File: config.mk
export PLATFORM = sky130hd
export DESIGN_NAME = csm_ram
export DESIGN_NICKNAME = d
export VERILOG_FILES = /design/src/rtl/core/csm_ram.sv
export SDC_FILE = /design/constraint.sdc
export NUM_CORES = 1
export LEC_CHECK = 0
export ABC_AREA = 1
export BUFFER_PORTS_ARGS = -buffer_cell sky130_fd_sc_hd__buf_4
export CELL_PAD_IN_SITES_DETAIL_PLACEMENT = 0
export CELL_PAD_IN_SITES_GLOBAL_PLACEMENT = 1
export CORE_ASPECT_RATIO = 0.6
export CORE_MARGIN = 3
export CORE_UTILIZATION = 52
export CTS_BUF_LIST = sky130_fd_sc_hd__clkbuf_16
export CTS_CLUSTER_DIAMETER = 80
export CTS_CLUSTER_SIZE = 8
export DETAILED_ROUTE_END_ITERATION = 10
export GPL_TIMING_DRIVEN = 1
export HOLD_SLACK_MARGIN = 0.08
export PLACE_DENSITY = 0.95
export SLEW_MARGIN = 10
export SYNTH_ARGS = -nofsm -noshare
export SYNTH_HDL_FRONTEND = slang
export SYNTH_SLANG_ARGS = --single-unit
File: constraint.sdc
create_clock -name clk -period 3 [get_ports clk]
set_input_delay 0 -clock clk [delete_from_list [all_inputs] [get_ports clk]]
set_output_delay 0 -clock clk [all_outputs]
set_load 0.005 [all_outputs]
File: src/rtl/core/csm_ram.sv
// generic single write port ram with registered read
module csm_ram #(
    parameter int WIDTH = 8,
    parameter int DEPTH = 16,
    localparam int AW = (DEPTH > 1) ? $clog2(DEPTH) : 1
) (
    input  logic             clk,
    input  logic             we,
    input  logic [AW-1:0]    waddr,
    input  logic [WIDTH-1:0] wdata,
    input  logic [AW-1:0]    raddr,
    output logic [WIDTH-1:0] rdata
);

    logic [WIDTH-1:0] mem_reg [DEPTH];

    always_ff @(posedge clk)
    begin
        if (we)
        begin
            mem_reg[waddr] <= wdata;
        end
        rdata <= mem_reg[raddr];
    end

endmodule

# ---- Yosys cells after proc, flatten, opt, wreduce, memory -nomap -nowiden
# Memories as Yosys holds them, arrays and structs flattened. A register that Yosys moved wholly into a read port is not among the register bits.
# Cells that the tools add are included.
dict set report op_classes {
  n_mux 2
}
# operator count
set ops {}
lappend ops {{1-bit two-way mux} 2}
dict set report totals {
  mem_bits_rw 128
  wordCells 3
  input_bits 18
  output_inout_bits 8
  reg_bits 0
  memories 1
}
# name words width read_ports rd_ports_with_merged_regs write_ports line
set mem_list {}
lappend mem_list {mem_reg 16 8 1 1 1 15} ;# logic [WIDTH-1:0] mem_reg [DEPTH];

# ---- Longest topological paths before layout
dict set report logic_depth {
  word_depth 2
  depth_mapped 8
  mapped_depth_nobuf 7
}

# ---- Least setup slack after synthesis
# Ideal clock, no wire load.
dict set report synth_timing {
  path_type {input -> register}
  startpoint {input waddr[2]}
  endpoint {memory mem_reg[10][0] (enable)}
  path_slack_ns 2.049
  path_buffers 0
  arrival_time_ns 0.581
  t_required_ns 2.630
  path_stages 2
  cell_sequence {nand3b_1 > nor2_1}
}
# item line
set synth_lines {}
lappend synth_lines {{start: declaration} 9} ;# input logic [AW-1:0] waddr,
lappend synth_lines {{end: declaration} 15}
# No word-level cell before the write port.

==> summary.md <==
| Metric | Value |
|---|---|
| Switching share of power | `21.1%` |
| Post-DRT Antenna Nets | `0` |
| Setup_tns | `0 ns` |
| Die Y | `87.6 um` |
| Fraction of registers with async set/reset | `0%` |
| Clock Tree Root | `clkbuf_16` |
| Final hold violation count | `0` |
| Syn Area/Cell | `10.5 um^2` |
| Most frequent cell after synthesis | `nand2_1` |
| PD cells | `651 nW/um^2` |
| Worst Hold Class | `in2reg` |
| Post-route insts no fill | `735` |
| Die extent in x | `142 um` |
| First-pass GRT wire length | `19,300 um` |
| Overall power | `4.31 mW` |
| Detailed-route via count | `3,865` |
| DP Area | `5960 um^2` |
| CTS tree | `done` |
| Clk buf depth | `2` |
| Syn nets | `569` |
| Reg2reg start | `mem_reg[9][2]$_DFFE_PP_` |
| Antenna violations before repair | `0` |
| Final net count | `601` |
| Fmax | `400 MHz` |
| Drt wl/cell | `17.2 um` |
| Largest net degree at the start of global routing | `66` |
| GRT overflow | `0` |
| Top cells by count, synth | `173 x nand2_1, 128 x edfxtp_1, 100 x inv_1` |
| Netlist Area Pre-Place | `5770 um^2` |
| Psw | `910 uW` |
| Clk_lat worst skew | `0.42 ns` |
| DRC | `0` |
| Crit share post-route | `83.4%` |
| Fin util | `61.8%` |
| Area Overhead vs Synth | `14.8%` |
| Netlist cell types | `12` |
| IO Port Bufs | `25` |
| Min-delay src | `raddr[1]` |
| DIE AREA | `12,400 um^2` |
| Status | `complete, no violations` |
| Final instance area | `6620 um^2` |
| Core area | `10,700 um^2` |
| Yosys warnings | `0` |
| MaxCap Viol Count | `0` |
| Placed Cells | `691` |
| Crit Path Category | `in2reg` |
| Clock Power Share | `44.2%` |
| CP Data Arrival Time | `2.81 ns` |
| Reg2reg path depth | `8` |
| CTS clk-pin slew, worst paths | `0.05 ns` |
| Max FFs per register | `128` |
| Top cell type by total area after synthesis | `edfxtp_1` |
| Clock skew | `0.00999 ns` |
| Post-synthesis sequential area ratio | `69.4%` |
| Unrepaired setup endpoints after global routing | `no` |
| Fin crit period | `2.50 ns` |
| Req. time, crit path | `3.30 ns` |
| Top-level I/O count | `26` |
| RePlAce Congestion | `0.805` |
| Layout fillers | `830` |
| Synth Register Bits | `136` |
| Internal Power | `3.40 mW` |
| Total track usage | `21.5%` |
| Starting Density | `53.9%` |
| Diodes inserted | `0` |
| Hold path cells | `5` |
| Detail Placement HPWL | `7710 um` |
| DRT Pass-1 Iters | `5` |
| Hold Crit Endpoint | `rdata[7]$_DFF_P_` |
| Syn Inst Count | `551` |
| R2R setup slack | `0.98 ns` |
| Slew @ Worst Pin | `1.08 ns` |
| Slew margin rel. | `28.2%` |
| Vias per inst | `5.26` |
| Peak VDD IR | `0.488 mV` |
| Startpoint types | `input port` |
| Vias in the first global route | `3,408` |
| Gate power share | `6.1%` |
| Fraction of layout cells with a size suffix above 1 | `8.05%` |
| Final WL | `12,600 um` |
| Crit Path Max Fanout | `65` |
| Post-CTS Setup Bufs | `0` |
| Primary FF master, synth | `edfxtp_1` |
| Htree depth | `4` |
| FP Rows | `29` |
| Leak | `2.88 nW` |
| Critical R2R Capture | `rdata[2]$_DFF_P_` |
| Sink Count | `136` |
| Synth top area cells | `edfxtp_1 67%, nand2_1 11%, nand3_1 8.4%` |
| Worst Setup End Kind | `register` |
| EDFF count, synth | `128` |
| Setup violations, final | `0` |
| Sequential power share | `49.7%` |
| Pins Over Slew Limit | `0` |
| DR iter-0 viols | `411` |
| CTS Buf Count | `17` |
| Post-synth top area share | `66.7%` |
layout make-up:
cell class,count,area [um^2],share of cell area (%)
clock buffer,17,425,6.43
tap,139,174,2.63
multi-input combinational,289,1210,18.3
clock inverter,15,111,1.68
sequential,136,4000,60.5
inverter,102,383,5.78
timing repair buffer,37,308,4.65
timing repair:
action	4_1_cts	5_1_grt
endpoints found under the hold margin	136	0
hold buffers	12	0
resized for setup	0	0
endpoints found under the setup margin	0	0
how the worst max path moves through the flow:
| stage | startpoint | to | cells past startpoint | slack, ns |
|---|---|---|---|---|
| final | raddr[0] | rdata[2]$_DFF_P_ | 10 | 0.50 |
| after detailed placement | raddr[0] | rdata[1]$_DFF_P_ | 7 | 1.08 |
| after CTS | raddr[0] | rdata[2]$_DFF_P_ | 10 | 0.54 |
| after global placement | raddr[0] | rdata[1]$_DFF_P_ | 7 | 1.12 |
| after floorplan | waddr[2] | mem_reg[10][0]$_DFFE_PP_ | 2 | 2.05 |
| after global routing | raddr[0] | rdata[2]$_DFF_P_ | 9 | 0.26 |
stage by stage:
stage	worst slack, ns	hold slack (ns)
after floorplan	2.05	0.0989
after global placement	1.12	0.324
after detailed placement	1.08	0.331
after CTS	0.538	0.158
after global routing	0.257	0.212
final	0.497	0.178
cell usage in the layout (no fill, tap or decap):
cell type,count
nand2_1,173
dlygate4sd3_1,12
edfxtp_1,128
clkbuf_16,17
clkinv_1,2
clkinv_2,2
bufinv_16,2
nand3b_1,2
dfxtp_1,8
inv_1,109
nor2_1,17
buf_4,25
nand3_1,97
inv_2,2
metal layers:
layer	part of all wire, %	vias up	GRT usage (%)	routed length [um]
met5	0	-	0	0
met4	0.92	0	6.88	116
met3	9.4	16	5.51	1180
met2	44	167	31.1	5580
met1	45	1848	32.4	5730
li1	-	1834	-	-
cell families after synthesis:
kind of cell | after synthesis | synth area share, %
DFF | 136 | 69.4
and+or+nand+nor | 289 | 21.0
buffers and inverters | 126 | 9.52
power by group through the flow:
| stage | logic (mW) | clock network [mW] | registers (mW) |
|---|---|---|---|
| after CTS | 0.264 | 1.91 | 2.14 |
| final | 0.263 | 1.90 | 2.14 |
| after global routing | 0.293 | 2.01 | 2.14 |
| after global placement | 0.241 | 0 | 2.18 |
| after detailed placement | 0.246 | 0 | 2.18 |
| after floorplan | 0.150 | 0 | 2.18 |
worst max-delay path, cell delays in order:
cell and delay (ns):
buf_4 0.52, inv_2 0.62, nand2_1 0.20, nand2_1 0.07, nand2_1 0.05, nand3_1 0.07, nand3_1 0.07, dlygate4sd3_1 0.55
nand2_1 0.04, dlygate4sd3_1 0.54
Power figures use the tool's default switching activity.
